===== config.mk =====
export PLATFORM = sky130hd
export DESIGN_NAME = date_day_count_converter
export DESIGN_NICKNAME = d
export VERILOG_FILES = /design/src/ddc_pkg.sv /design/src/date_day_count_converter.sv
export SDC_FILE = /design/constraint.sdc
export NUM_CORES = 1
export LEC_CHECK = 0
export ABC_AREA = 1
export BUFFER_PORTS_ARGS = -buffer_cell sky130_fd_sc_hd__buf_4
export CORE_ASPECT_RATIO = 1.2
export CORE_MARGIN = 5
export CORE_UTILIZATION = 50
export CTS_CLUSTER_SIZE = 28
export DETAILED_ROUTE_END_ITERATION = 8
export GPL_TIMING_DRIVEN = 0
export PLACE_DENSITY = 0.71
export SETUP_SLACK_MARGIN = 0.4
export SYNTH_ARGS = -nofsm -noshare
export SYNTH_HDL_FRONTEND = slang
export SYNTH_SLANG_ARGS = --single-unit

===== constraint.sdc =====
create_clock -name clock -period 14 [get_ports clock]
set_input_delay 2.8 -clock clock [delete_from_list [all_inputs] [get_ports clock]]
set_output_delay 2.8 -clock clock [all_outputs]
set_load 0.02 [all_outputs]

===== src/ddc_pkg.sv =====
// Shared constants and calendar functions for the date and day count converter.
package ddc_pkg;

   localparam int unsigned YEAR_W   = 12;
   localparam int unsigned MONTH_W  = 4;
   localparam int unsigned DAY_W    = 5;
   localparam int unsigned COUNT_W  = 17;
   localparam int unsigned YLEN_W   = 9;

   localparam logic [YEAR_W-1:0]  FIRST_YEAR = 12'd1900;
   localparam logic [YEAR_W-1:0]  LAST_YEAR  = 12'd2100;
   localparam logic [COUNT_W-1:0] LAST_COUNT = 17'd73413;
   localparam logic [MONTH_W-1:0] FIRST_MONTH = 4'd1;
   localparam logic [MONTH_W-1:0] LAST_MONTH  = 4'd12;
   localparam logic [MONTH_W-1:0] FEBRUARY    = 4'd2;
   localparam logic [MONTH_W-1:0] APRIL       = 4'd4;
   localparam logic [MONTH_W-1:0] JUNE        = 4'd6;
   localparam logic [MONTH_W-1:0] SEPTEMBER   = 4'd9;
   localparam logic [MONTH_W-1:0] NOVEMBER    = 4'd11;

   typedef enum logic {
      OP_DATE_TO_COUNT = 1'b0,
      OP_COUNT_TO_DATE = 1'b1
   } opcode_type;

   // Valid for the supported span 1900..2100: only 1900 and 2100 are non-leap centuries.
   function automatic logic is_leap(input logic [YEAR_W-1:0] year);
      is_leap = (year[1:0] == 2'b00) && (year != FIRST_YEAR) && (year != LAST_YEAR);
   endfunction

   function automatic logic [DAY_W-1:0] month_len(input logic [YEAR_W-1:0] year,
                                                  input logic [MONTH_W-1:0] month);
      if (month == FEBRUARY) begin
         month_len = is_leap(year) ? 5'd29 : 5'd28;
      end else if ((month == APRIL) || (month == JUNE) ||
                   (month == SEPTEMBER) || (month == NOVEMBER)) begin
         month_len = 5'd30;
      end else begin
         month_len = 5'd31;
      end
   endfunction

   function automatic logic [YLEN_W-1:0] year_len(input logic [YEAR_W-1:0] year);
      year_len = is_leap(year) ? 9'd366 : 9'd365;
   endfunction

endpackage


===== src/date_day_count_converter.sv =====
// Gregorian date and day count converter, days counted from 1900-01-01.
// Date to count walks the months before the given one, then the years since 1900;
//   count to date walks whole years off the count, then whole months of the last year.
// A new request is taken only once the previous one has left the sequencer; both walks
//   share one add/subtract unit; a finished response may wait in its register meanwhile.
// Reset: synchronous, active high; clears the sequencer and the response valid flag.
module date_day_count_converter (
   input  logic                            clock,
   input  logic                            reset,
   input  logic                            req_valid,
   output logic                            req_ready,
   input  logic                            req_opcode,
   input  logic [ddc_pkg::YEAR_W-1:0]      req_year_in,
   input  logic [ddc_pkg::MONTH_W-1:0]     req_month_in,
   input  logic [ddc_pkg::DAY_W-1:0]       req_day_in,
   input  logic [ddc_pkg::COUNT_W-1:0]     req_count_in,
   output logic                            rsp_valid,
   input  logic                            rsp_ready,
   output logic [ddc_pkg::COUNT_W-1:0]     rsp_count_out,
   output logic [ddc_pkg::YEAR_W-1:0]      rsp_year_out,
   output logic [ddc_pkg::MONTH_W-1:0]     rsp_month_out,
   output logic [ddc_pkg::DAY_W-1:0]       rsp_day_out,
   output logic                            rsp_leap_year,
   output logic [ddc_pkg::DAY_W-1:0]       rsp_month_length,
   output logic                            rsp_out_of_range
);

   typedef enum logic [1:0] {
      ST_IDLE,
      ST_MONTH,
      ST_YEAR,
      ST_FINISH
   } state_type;

   state_type                          state_ff;
   logic                               opcode_ff;
   logic                               oor_ff;
   logic [ddc_pkg::YEAR_W-1:0]         year_ff;
   logic [ddc_pkg::MONTH_W-1:0]        month_ff;
   logic [ddc_pkg::DAY_W-1:0]          day_ff;
   logic [ddc_pkg::COUNT_W-1:0]        count_ff;
   logic [ddc_pkg::COUNT_W-1:0]        acc_ff;
   logic [ddc_pkg::YEAR_W-1:0]         yr_idx_ff;
   logic [ddc_pkg::MONTH_W-1:0]        mon_idx_ff;

   logic                               rsp_valid_ff;
   logic [ddc_pkg::COUNT_W-1:0]        rsp_count_ff;
   logic [ddc_pkg::YEAR_W-1:0]         rsp_year_ff;
   logic [ddc_pkg::MONTH_W-1:0]        rsp_month_ff;
   logic [ddc_pkg::DAY_W-1:0]          rsp_day_ff;
   logic                               rsp_leap_ff;
   logic [ddc_pkg::DAY_W-1:0]          rsp_mlen_ff;
   logic                               rsp_oor_ff;

   // Request-side saturation of an out-of-span date.
   logic [ddc_pkg::YEAR_W-1:0]         year_sat;
   logic [ddc_pkg::MONTH_W-1:0]        month_sat;
   logic [ddc_pkg::DAY_W-1:0]          day_lim;
   logic [ddc_pkg::DAY_W-1:0]          day_sat;
   logic                               date_oor;
   logic                               count_oor;
   logic                               req_fire;
   logic                               rsp_free;

   // Shared add/subtract unit.
   logic                               alu_sub;
   logic [ddc_pkg::YLEN_W-1:0]         alu_len;
   logic [ddc_pkg::COUNT_W-1:0]        alu_operand;
   logic [ddc_pkg::COUNT_W:0]          alu_sum;
   logic                               alu_fits;
   logic [ddc_pkg::COUNT_W-1:0]        alu_result;

   assign req_ready = (state_ff == ST_IDLE);
   assign req_fire  = req_valid && req_ready;
   assign rsp_free  = !rsp_valid_ff || rsp_ready;

   // Clamp year, then month, then day against the clamped month's length.
   always_comb begin
      year_sat  = req_year_in;
      month_sat = req_month_in;
      date_oor  = 1'b0;
      if (req_year_in < ddc_pkg::FIRST_YEAR) begin
         year_sat = ddc_pkg::FIRST_YEAR;
         date_oor = 1'b1;
      end else if (req_year_in > ddc_pkg::LAST_YEAR) begin
         year_sat = ddc_pkg::LAST_YEAR;
         date_oor = 1'b1;
      end
      if (req_month_in < ddc_pkg::FIRST_MONTH) begin
         month_sat = ddc_pkg::FIRST_MONTH;
         date_oor  = 1'b1;
      end else if (req_month_in > ddc_pkg::LAST_MONTH) begin
         month_sat = ddc_pkg::LAST_MONTH;
         date_oor  = 1'b1;
      end
      day_lim = ddc_pkg::month_len(year_sat, month_sat);
      day_sat = req_day_in;
      if (req_day_in == '0) begin
         day_sat  = 5'd1;
         date_oor = 1'b1;
      end else if (req_day_in > day_lim) begin
         day_sat  = day_lim;
         date_oor = 1'b1;
      end
   end

   assign count_oor = (req_count_in > ddc_pkg::LAST_COUNT);

   // Date mode accumulates lengths, count mode peels them off the remainder.
   // On a subtract, the carry out says the remainder covers the whole length.
   always_comb begin
      alu_sub = (opcode_ff == ddc_pkg::OP_COUNT_TO_DATE);
      if (state_ff == ST_YEAR) begin
         alu_len = ddc_pkg::year_len(yr_idx_ff);
      end else begin
         alu_len = {4'b0, ddc_pkg::month_len(year_ff, mon_idx_ff)};
      end
      alu_operand = {{(ddc_pkg::COUNT_W - ddc_pkg::YLEN_W){1'b0}}, alu_len};
      if (alu_sub) begin
         alu_operand = ~alu_operand;
      end
      alu_sum    = {1'b0, acc_ff} + {1'b0, alu_operand} +
                   {{ddc_pkg::COUNT_W{1'b0}}, alu_sub};
      alu_fits   = alu_sum[ddc_pkg::COUNT_W];
      alu_result = alu_sum[ddc_pkg::COUNT_W-1:0];
   end

   always_ff @(posedge clock) begin
      if (reset) begin
         state_ff     <= ST_IDLE;
         rsp_valid_ff <= 1'b0;
      end else begin
         // Drop the response once it is taken, unless a new one is loaded now.
         if (rsp_valid_ff && rsp_ready && (state_ff != ST_FINISH)) begin
            rsp_valid_ff <= 1'b0;
         end
         case (state_ff)
            ST_IDLE: begin
               if (req_fire) begin
                  opcode_ff  <= req_opcode;
                  mon_idx_ff <= ddc_pkg::FIRST_MONTH;
                  yr_idx_ff  <= ddc_pkg::FIRST_YEAR;
                  if (req_opcode == ddc_pkg::OP_DATE_TO_COUNT) begin
                     year_ff  <= year_sat;
                     month_ff <= month_sat;
                     day_ff   <= day_sat;
                     oor_ff   <= date_oor;
                     acc_ff   <= {{(ddc_pkg::COUNT_W - ddc_pkg::DAY_W){1'b0}}, day_sat - 5'd1};
                     state_ff <= ST_MONTH;
                  end else begin
                     oor_ff   <= count_oor;
                     count_ff <= count_oor ? ddc_pkg::LAST_COUNT : req_count_in;
                     acc_ff   <= count_oor ? ddc_pkg::LAST_COUNT : req_count_in;
                     state_ff <= ST_YEAR;
                  end
               end
            end
            ST_MONTH: begin
               if (opcode_ff == ddc_pkg::OP_DATE_TO_COUNT) begin
                  // Add the lengths of the months before the given one.
                  if (mon_idx_ff == month_ff) begin
                     state_ff <= ST_YEAR;
                  end else begin
                     acc_ff     <= alu_result;
                     mon_idx_ff <= mon_idx_ff + 4'd1;
                  end
               end else begin
                  // Advance while the remainder spans the whole month.
                  if ((mon_idx_ff < ddc_pkg::LAST_MONTH) && alu_fits) begin
                     acc_ff     <= alu_result;
                     mon_idx_ff <= mon_idx_ff + 4'd1;
                  end else begin
                     month_ff <= mon_idx_ff;
                     day_ff   <= acc_ff[ddc_pkg::DAY_W-1:0] + 5'd1;
                     state_ff <= ST_FINISH;
                  end
               end
            end
            ST_YEAR: begin
               if (opcode_ff == ddc_pkg::OP_DATE_TO_COUNT) begin
                  // Add the lengths of whole years since the epoch.
                  if (yr_idx_ff == year_ff) begin
                     count_ff <= acc_ff;
                     state_ff <= ST_FINISH;
                  end else begin
                     acc_ff    <= alu_result;
                     yr_idx_ff <= yr_idx_ff + 12'd1;
                  end
               end else begin
                  if ((yr_idx_ff < ddc_pkg::LAST_YEAR) && alu_fits) begin
                     acc_ff    <= alu_result;
                     yr_idx_ff <= yr_idx_ff + 12'd1;
                  end else begin
                     year_ff  <= yr_idx_ff;
                     state_ff <= ST_MONTH;
                  end
               end
            end
            ST_FINISH: begin
               // Hold until the response register is free.
               if (rsp_free) begin
                  rsp_valid_ff <= 1'b1;
                  rsp_count_ff <= count_ff;
                  rsp_year_ff  <= year_ff;
                  rsp_month_ff <= month_ff;
                  rsp_day_ff   <= day_ff;
                  rsp_leap_ff  <= ddc_pkg::is_leap(year_ff);
                  rsp_mlen_ff  <= ddc_pkg::month_len(year_ff, month_ff);
                  rsp_oor_ff   <= oor_ff;
                  state_ff     <= ST_IDLE;
               end
            end
            default: begin
               state_ff <= ST_IDLE;
            end
         endcase
      end
   end

   assign rsp_valid        = rsp_valid_ff;
   assign rsp_count_out    = rsp_count_ff;
   assign rsp_year_out     = rsp_year_ff;
   assign rsp_month_out    = rsp_month_ff;
   assign rsp_day_out      = rsp_day_ff;
   assign rsp_leap_year    = rsp_leap_ff;
   assign rsp_month_length = rsp_mlen_ff;
   assign rsp_out_of_range = rsp_oor_ff;

   // A taken request leaves idle on the next cycle.
   assert property (@(posedge clock) disable iff (reset)
      req_fire |=> (state_ff != ST_IDLE))
      else $error("request taken but sequencer stayed idle");

   // The year walk never passes the last supported year.
   assert property (@(posedge clock) disable iff (reset)
      (state_ff == ST_YEAR) |-> (yr_idx_ff <= ddc_pkg::LAST_YEAR))
      else $error("year index past the supported span");

   // A delivered day lies within its month.
   assert property (@(posedge clock) disable iff (reset)
      rsp_valid_ff |-> ((rsp_day_ff != '0) && (rsp_day_ff <= rsp_mlen_ff)))
      else $error("response day outside its month");

   // A delivered count never passes the last supported day.
   assert property (@(posedge clock) disable iff (reset)
      rsp_valid_ff |-> (rsp_count_ff <= ddc_pkg::LAST_COUNT))
      else $error("response count past the supported span");

   // A new response is only loaded into a free register.
   assert property (@(posedge clock) disable iff (reset)
      ((state_ff == ST_FINISH) && !rsp_free) |=> (state_ff == ST_FINISH))
      else $error("finished result left while response register was full");

endmodule


Yosys cells after proc, flatten, opt, wreduce, memory -nomap -nowiden
Index checks and enable logic that the tools add are counted.
{"block": "totals", "elab_cells": 195, "regBits": 121, "out_inout_bits": 47}
{"block": "op_classes", "bitwise": 2, "n_eq_ne": 45, "mux": 77, "reduce_logical": 39, "magnitude_cmp": 8, "add_sub_neg": 6}
{"operator": "two-way mux 17 bit", "n": 14}
{"operator": "two-way mux 12 bit", "n": 10}
{"operator": "case mux 17 bit (3 select lines)", "n": 1}
{"operator": "case mux 12 bit (2 select lines)", "n": 2}
{"operator": "two-way mux 4 bit", "n": 10}
{"operator": "!= test 12 x 11 -> 1 bit (second input constant)", "n": 3}
{"operator": "!= test 12 bit (second input constant)", "n": 3}
{"operator": "case mux 17 bit (2 select lines)", "n": 1}
{"operator": "two-way mux 5 bit", "n": 6}
{"operator": "two-way mux 2 bit", "n": 13}
{"operator": "equality test 4 x 3 -> 1 bit (second input constant)", "n": 6}
{"operator": "equality test 4 bit (second input constant)", "n": 6}
{"operator": "AND reduction 6 bit", "n": 4}
{"operator": "adder 17 x 17 -> 18 bit", "n": 1}
{"operator": "adder 18 x 1 -> 18 bit", "n": 1}
{"operator": "!= test 3 bit (second input constant)", "n": 6}
{"operator": "greater-than comparator 17 bit (second input constant)", "n": 1}
{"operator": "NOT 9 -> 17 bit", "n": 1}
{"operator": "!= test 2 bit (second input constant)", "n": 8}
{"operator": "case mux 4 bit (2 select lines)", "n": 2}
{"operator": "two-way mux 1 bit", "n": 15}
{"operator": "adder 12 x 1 -> 12 bit (second input constant)", "n": 1}
{"operator": "equality test 12 bit", "n": 1}
{"operator": "equality test 4 x 2 -> 1 bit (second input constant)", "n": 3}
{"operator": "29 further kinds", "n": 58}

Depth between registers and ports, before layout
{"block": "logic_depth", "depth_word": 16, "depth_mapped": 23, "depth_no_buf": 23}

Least setup slack after synthesis
No wires, ideal clock.
{"block": "synth_timing", "path_type": "input-to-reg", "startpoint": "input req_valid", "endpoint": "register count_ff[0] in the netlist's numbering, enable pin", "setup_slack_ps": 7559, "required_time_ps": 13515, "stages": 6, "arrival_time_ps": 5957, "cell_sequence": "nor2_1 -> nor2_1 -> inv_1 -> nor2_1 -> inv_1 -> a2111oi_0"}
{"block": "synth_between", "elab_chain_cells": 3}
{"element": "start, declared", "line_no": "date_day_count_converter.sv:10", "rtl": "input logic req_valid,"}
{"element": "logical AND 1 bit", "line_no": "date_day_count_converter.sv:74", "rtl": "assign req_fire = req_valid && req_ready;"}
{"element": "!= test 2 x 1 -> 1 bit (no line)"}
{"element": "AND reduction 6 bit (no line)"}
{"element": "end signal, assigned", "line_no": "date_day_count_converter.sv:152", "rtl": "count_ff <= count_oor ? ddc_pkg::LAST_COUNT : req_count_in;"}
{"element": "end, declared", "line_no": "date_day_count_converter.sv:41", "rtl": "logic [ddc_pkg::COUNT_W-1:0] count_ff;"}
No other way between the ends.
A chain may end at the register's enable or synchronous reset.

Worst setup path in the final report
{"block": "layout_timing", "startpoint": "input req_year_in[3] in the netlist's numbering", "endpoint": "register acc_ff[4] in the netlist's numbering, data pin"}
{"block": "layout_between", "elab_chain_cells": 15, "word_cells_on_any_way": 18}
{"element": "start, declared", "line_no": "date_day_count_converter.sv:13", "rtl": "input logic [ddc_pkg::YEAR_W-1:0] req_year_in,"}
{"element": "greater-than comparator 12 bit", "line_no": "date_day_count_converter.sv:85", "rtl": "end else if (req_year_in > ddc_pkg::LAST_YEAR) begin"}
{"element": "two-way mux 12 bit", "line_no": "date_day_count_converter.sv:85"}
{"element": "two-way mux 12 bit (*)", "line_no": "date_day_count_converter.sv:82", "rtl": "if (req_year_in < ddc_pkg::FIRST_YEAR) begin"}
{"element": "!= test 12 x 11 -> 1 bit / logical NOT 2 bit (equally long branches)", "line_no": "ddc_pkg.sv:28", "rtl": "is_leap = (year[1:0] == 2'b00) && (year != FIRST_YEAR) && (year != LAST_YEAR);"}
{"element": "logical AND 1 bit", "line_no": "ddc_pkg.sv:28"}
{"element": "logical AND 1 bit (*)", "line_no": "ddc_pkg.sv:28"}
{"element": "two-way mux 1 bit (*)", "line_no": "ddc_pkg.sv:34", "rtl": "month_len = is_leap(year) ? 5'd29 : 5'd28;"}
{"element": "two-way mux 2 bit (*)", "line_no": "ddc_pkg.sv:33", "rtl": "if (month == FEBRUARY) begin"}
{"element": "greater-than comparator 5 bit", "line_no": "date_day_count_converter.sv:101", "rtl": "end else if (req_day_in > day_lim) begin"}
{"element": "two-way mux 5 bit (*)", "line_no": "date_day_count_converter.sv:101"}
{"element": "two-way mux 5 bit (*)", "line_no": "date_day_count_converter.sv:98", "rtl": "if (req_day_in == '0) begin"}
{"element": "subtractor 5 x 1 -> 5 bit (*)", "line_no": "date_day_count_converter.sv:148", "rtl": "acc_ff <= {{(ddc_pkg::COUNT_W - ddc_pkg::DAY_W){1'b0}}, day_sat - 5'd1};"}
{"element": "two-way mux 17 bit (*)", "line_no": "date_day_count_converter.sv:143", "rtl": "if (req_opcode == ddc_pkg::OP_DATE_TO_COUNT) begin"}
{"element": "two-way mux 17 bit (*)", "line_no": "date_day_count_converter.sv:139", "rtl": "if (req_fire) begin"}
{"element": "case mux 17 bit (3 select lines) (*)", "line_no": "date_day_count_converter.sv:137", "rtl": "case (state_ff)"}
{"element": "end signal, assigned", "line_no": "date_day_count_converter.sv:148"}
{"element": "end signal, assigned", "line_no": "date_day_count_converter.sv:153", "rtl": "acc_ff <= count_oor ? ddc_pkg::LAST_COUNT : req_count_in;"}
{"element": "end signal, assigned", "line_no": "date_day_count_converter.sv:164", "rtl": "acc_ff <= alu_result;"}
{"element": "end, declared", "line_no": "date_day_count_converter.sv:42", "rtl": "logic [ddc_pkg::COUNT_W-1:0] acc_ff;"}
Mark *: on every way between the ends. The rest lies on a longest branch, timed or not. The select of a mux whose other input is x is not followed.

==> impl_metrics.csv <==
group,metric,value,unit
placement,port_buffers,86,
logic_synthesis,synth.distinct_cells,51,
floorplan,start_util,50.4,%
timing,drv_slew,0,
setup_path,start_kind,"input pin",
logic_synthesis,ys_warn_count,0,
clocking,cts_tree,"done",
logic_synthesis,synth.cells.most_frequent,"158 x nand2_1, 115 x edfxtp_1, 95 x inv_1",
logic_synthesis,netlist.area_leader.share,50.0,%
route,drcViolationCount,0,
grt,antenna_found_initial,0,
setup_path,rrSetupSlack,9.85,ns
floorplan,dieArea,16300,um2
route,finalWirelength,17300,um
logic_synthesis,ys_seq_area_share,50.9,%
route,postRouteAntennaNets,0,
layout,fillers,1189,
floorplan,die_h,139,um
clocking,clock_sinks,118,
floorplan,die_width,117,um
timing,slew_headroom,27.7,%
floorplan,core_region_area,13700,um2
grt,grt_first_pass_wirelength,27600,um
timing,fin_ws,8.37,ns
timing,grt_setup_unrepaired,"false",
clocking,clockRootBuffer,"clkbuf_16",
clocking,ctsResizeCount,0,
logic_synthesis,syn-mean-instance-area,8.90,um2
logic_synthesis,synthMostInstantiatedCell,"nand2_1",
setup_path,required,14.16,ns
placement,gp_congestion,0.918,
pwr,ir_drop,104,uV
logic_synthesis,synth_edf_count,115,
logic_synthesis,postSynthCellCount,776,
run,cap_violations,0,
clocking,post_cts_buffers,0,
layout,drive_above_1_share,18.3,%
logic_synthesis,synth_top_cell_by_area,"edfxtp_1",
route,vias,5870,
route,first_pass_iters,5,
timing,setup_tns,0,ns
clocking,cts_inserted_buffers,17,
layout,final_nets,964,
route,avgViaCountPerCell,5.48,
setup_path,worstSetupPathType,"in -> reg",
setup_path,worstPathArrival,5.79,ns
setup_path,worstSetupEndpointType,"flop",
logic_synthesis,netlist_area,6910,um2
timing,period_needed,5.63,ns
hold_path,hp-class,"reg -> reg",
timing,timing.fmax,178,MHz
timing,skew,0.00977,ns
floorplan,std_cell_rows,47,
pwr,leakagePower,3.60,nW
clocking,cts_hold_buf,0,
route,first_iter_violations,509,
grt,grt_pass1_vias,5636,
clocking,clk_latency,0.42,ns
logic_synthesis,yosys-top-cells-area,"edfxtp_1 50%, nand2_1 8.6%, ha_1 5.8%, o21ai_0 5.4%, inv_1 5.2%",
grt,grt_max_degree,18,
clocking,cts_max_path_buffers,2,
timing,finalCritPeriodShare,40.2,%
clocking,h-tree-depth,4,
placement,hpwlAfterDp,13000,um
timing,setup_viol,0,
clocking,cts.reportedPaths.clkPinSlew,0.06,ns
logic_synthesis,async_flop_share,0,%
timing,hold_viol,0,
timing,worst_pin_slew,1.08,ns
logic_synthesis,synth_top_flop_cell,"edfxtp_1",
layout,area_growth,21.8,%
grt,grt.total_usage,21.8,%
floorplan,ioPinCount,90,
placement,post-place-ws,7.97,ns
pwr,power-per-cell-area,205,nW/um2
setup_path,cp_max_fo,7,
grt,overflow,0,
route,wl_per_cell,16.1,um
logic_synthesis,ys_seq_elements,118,
status,status,"finished clean",
layout,insertedDiodeCount,0,
-- layout make-up --
cell class	instances	area, um2	area share, %
Sequential cell	118	3510	41.8
Multi-Input combinational cell	540	2940	34.9
Timing Repair Buffer	91	692	8.22
Clock buffer	17	425	5.06
Inverter	103	387	4.59
Tap cell	171	214	2.54
Clock inverter	15	155	1.84
Buffer	17	87.6	1.04
-- worst max-delay path: stages --
cell and delay [ns]:
buf_4 0.12, a21oi_1 0.13, o21ai_0 0.08, nand2_1 0.08
nand2_1 0.15, o211ai_1 0.14, nand3_1 0.21, a21oi_1 0.25
ha_1 0.27, nand2_1 0.06, inv_1 0.04, nor4_2 0.38
inv_1 0.13, a21oi_2 0.18, nand2_1 0.09, clkinv_1 0.06
ha_1 0.17, nand2_1 0.07, xnor2_1 0.14, a21oi_1 0.14
a22oi_1 0.09
-- stage by stage --
step / area, um2 / util [%] / hold WS (ns) / instances / total power [W]
after floorplan: 6910 / - / 0.400 / 778 / 0.00109
final: 8410 / 61.4 / 0.415 / 1072 / 0.00173
after detailed placement: 7830 / 57.2 / 0.405 / 1040 / 0.00129
after global routing: 8410 / 61.4 / 0.423 / 1072 / 0.00185
after CTS: 8410 / 61.4 / 0.417 / 1072 / 0.00173
after global placement: 7770 / 56.7 / 0.401 / 1035 / 0.00127
-- routing by layer --
metal	wire length (um)	GRT usage, %	up-vias	part of all wire (%)
met3	1110	4.45	46	6.4
met1	7240	28.3	2707	42
met2	8540	35.2	237	49
li1	-	-	2880	-
met4	415	8.94	0	2.4
met5	0	0	-	0
-- registers in the layout, summed over array words and instances (netlist names) --
| name | flops |
|---|---|
| rsp_year_out | 12 |
| year_ff | 12 |
| count_ff | 17 |
| rsp_valid | 1 |
| rsp_day_out | 5 |
| yr_idx_ff | 12 |
| alu_sub | 1 |
| state_ff | 2 |
| month_ff | 4 |
| oor_ff | 1 |
| rsp_out_of_range | 1 |
| rsp_leap_year | 1 |
| rsp_month_out | 4 |
| rsp_count_out | 17 |
| rsp_month_length | 2 |
| mon_idx_ff | 4 |
| day_ff | 5 |
| acc_ff | 17 |
-- report_power, final --
part	total, W	switching [W]	internal (W)
clock	0.000433	0.000171	0.000263
sequential	0.000595	0.0000657	0.000529
combinational	0.000700	0.000457	0.000243
total	0.00173	0.000693	0.00103
-- cells in the final DEF, fill, tap and decap left out, drive strengths merged, types with 3 or more instances in the layout --
cell and instances:
conb 3, ha 32, nor3 10, clkinv 9
or2 4, nand2 169, inv 105, buf 96
nand4 14, nor2 79, o22ai 4, a21oi 47
nand3 46, dfxtp 3, nor4 5, clkbuf 29
edfxtp 115, xor2 13, a31oi 3, o21ai 79
xnor2 8
-- worst paths after layout --
kind                   from             end  cells past startpoint
max          req_year_in[3]       acc_ff[4]                     21
min               day_ff[2]  rsp_day_out[2]                      0
max reg2reg         alu_sub      acc_ff[11]                     13
min reg2reg       day_ff[2]  rsp_day_out[2]                      0
-- kinds of logic after synthesis --
logic type      share of synthesized area (%)
compound gates                           12.2
xor+xnor                                 2.66
fa+ha+maj                                6.09
buf+inv                                  6.87
flops                                    50.9
other cells                            0.0543
simple gates                             21.2
Note: power is estimated with default switching activity, not from simulation.
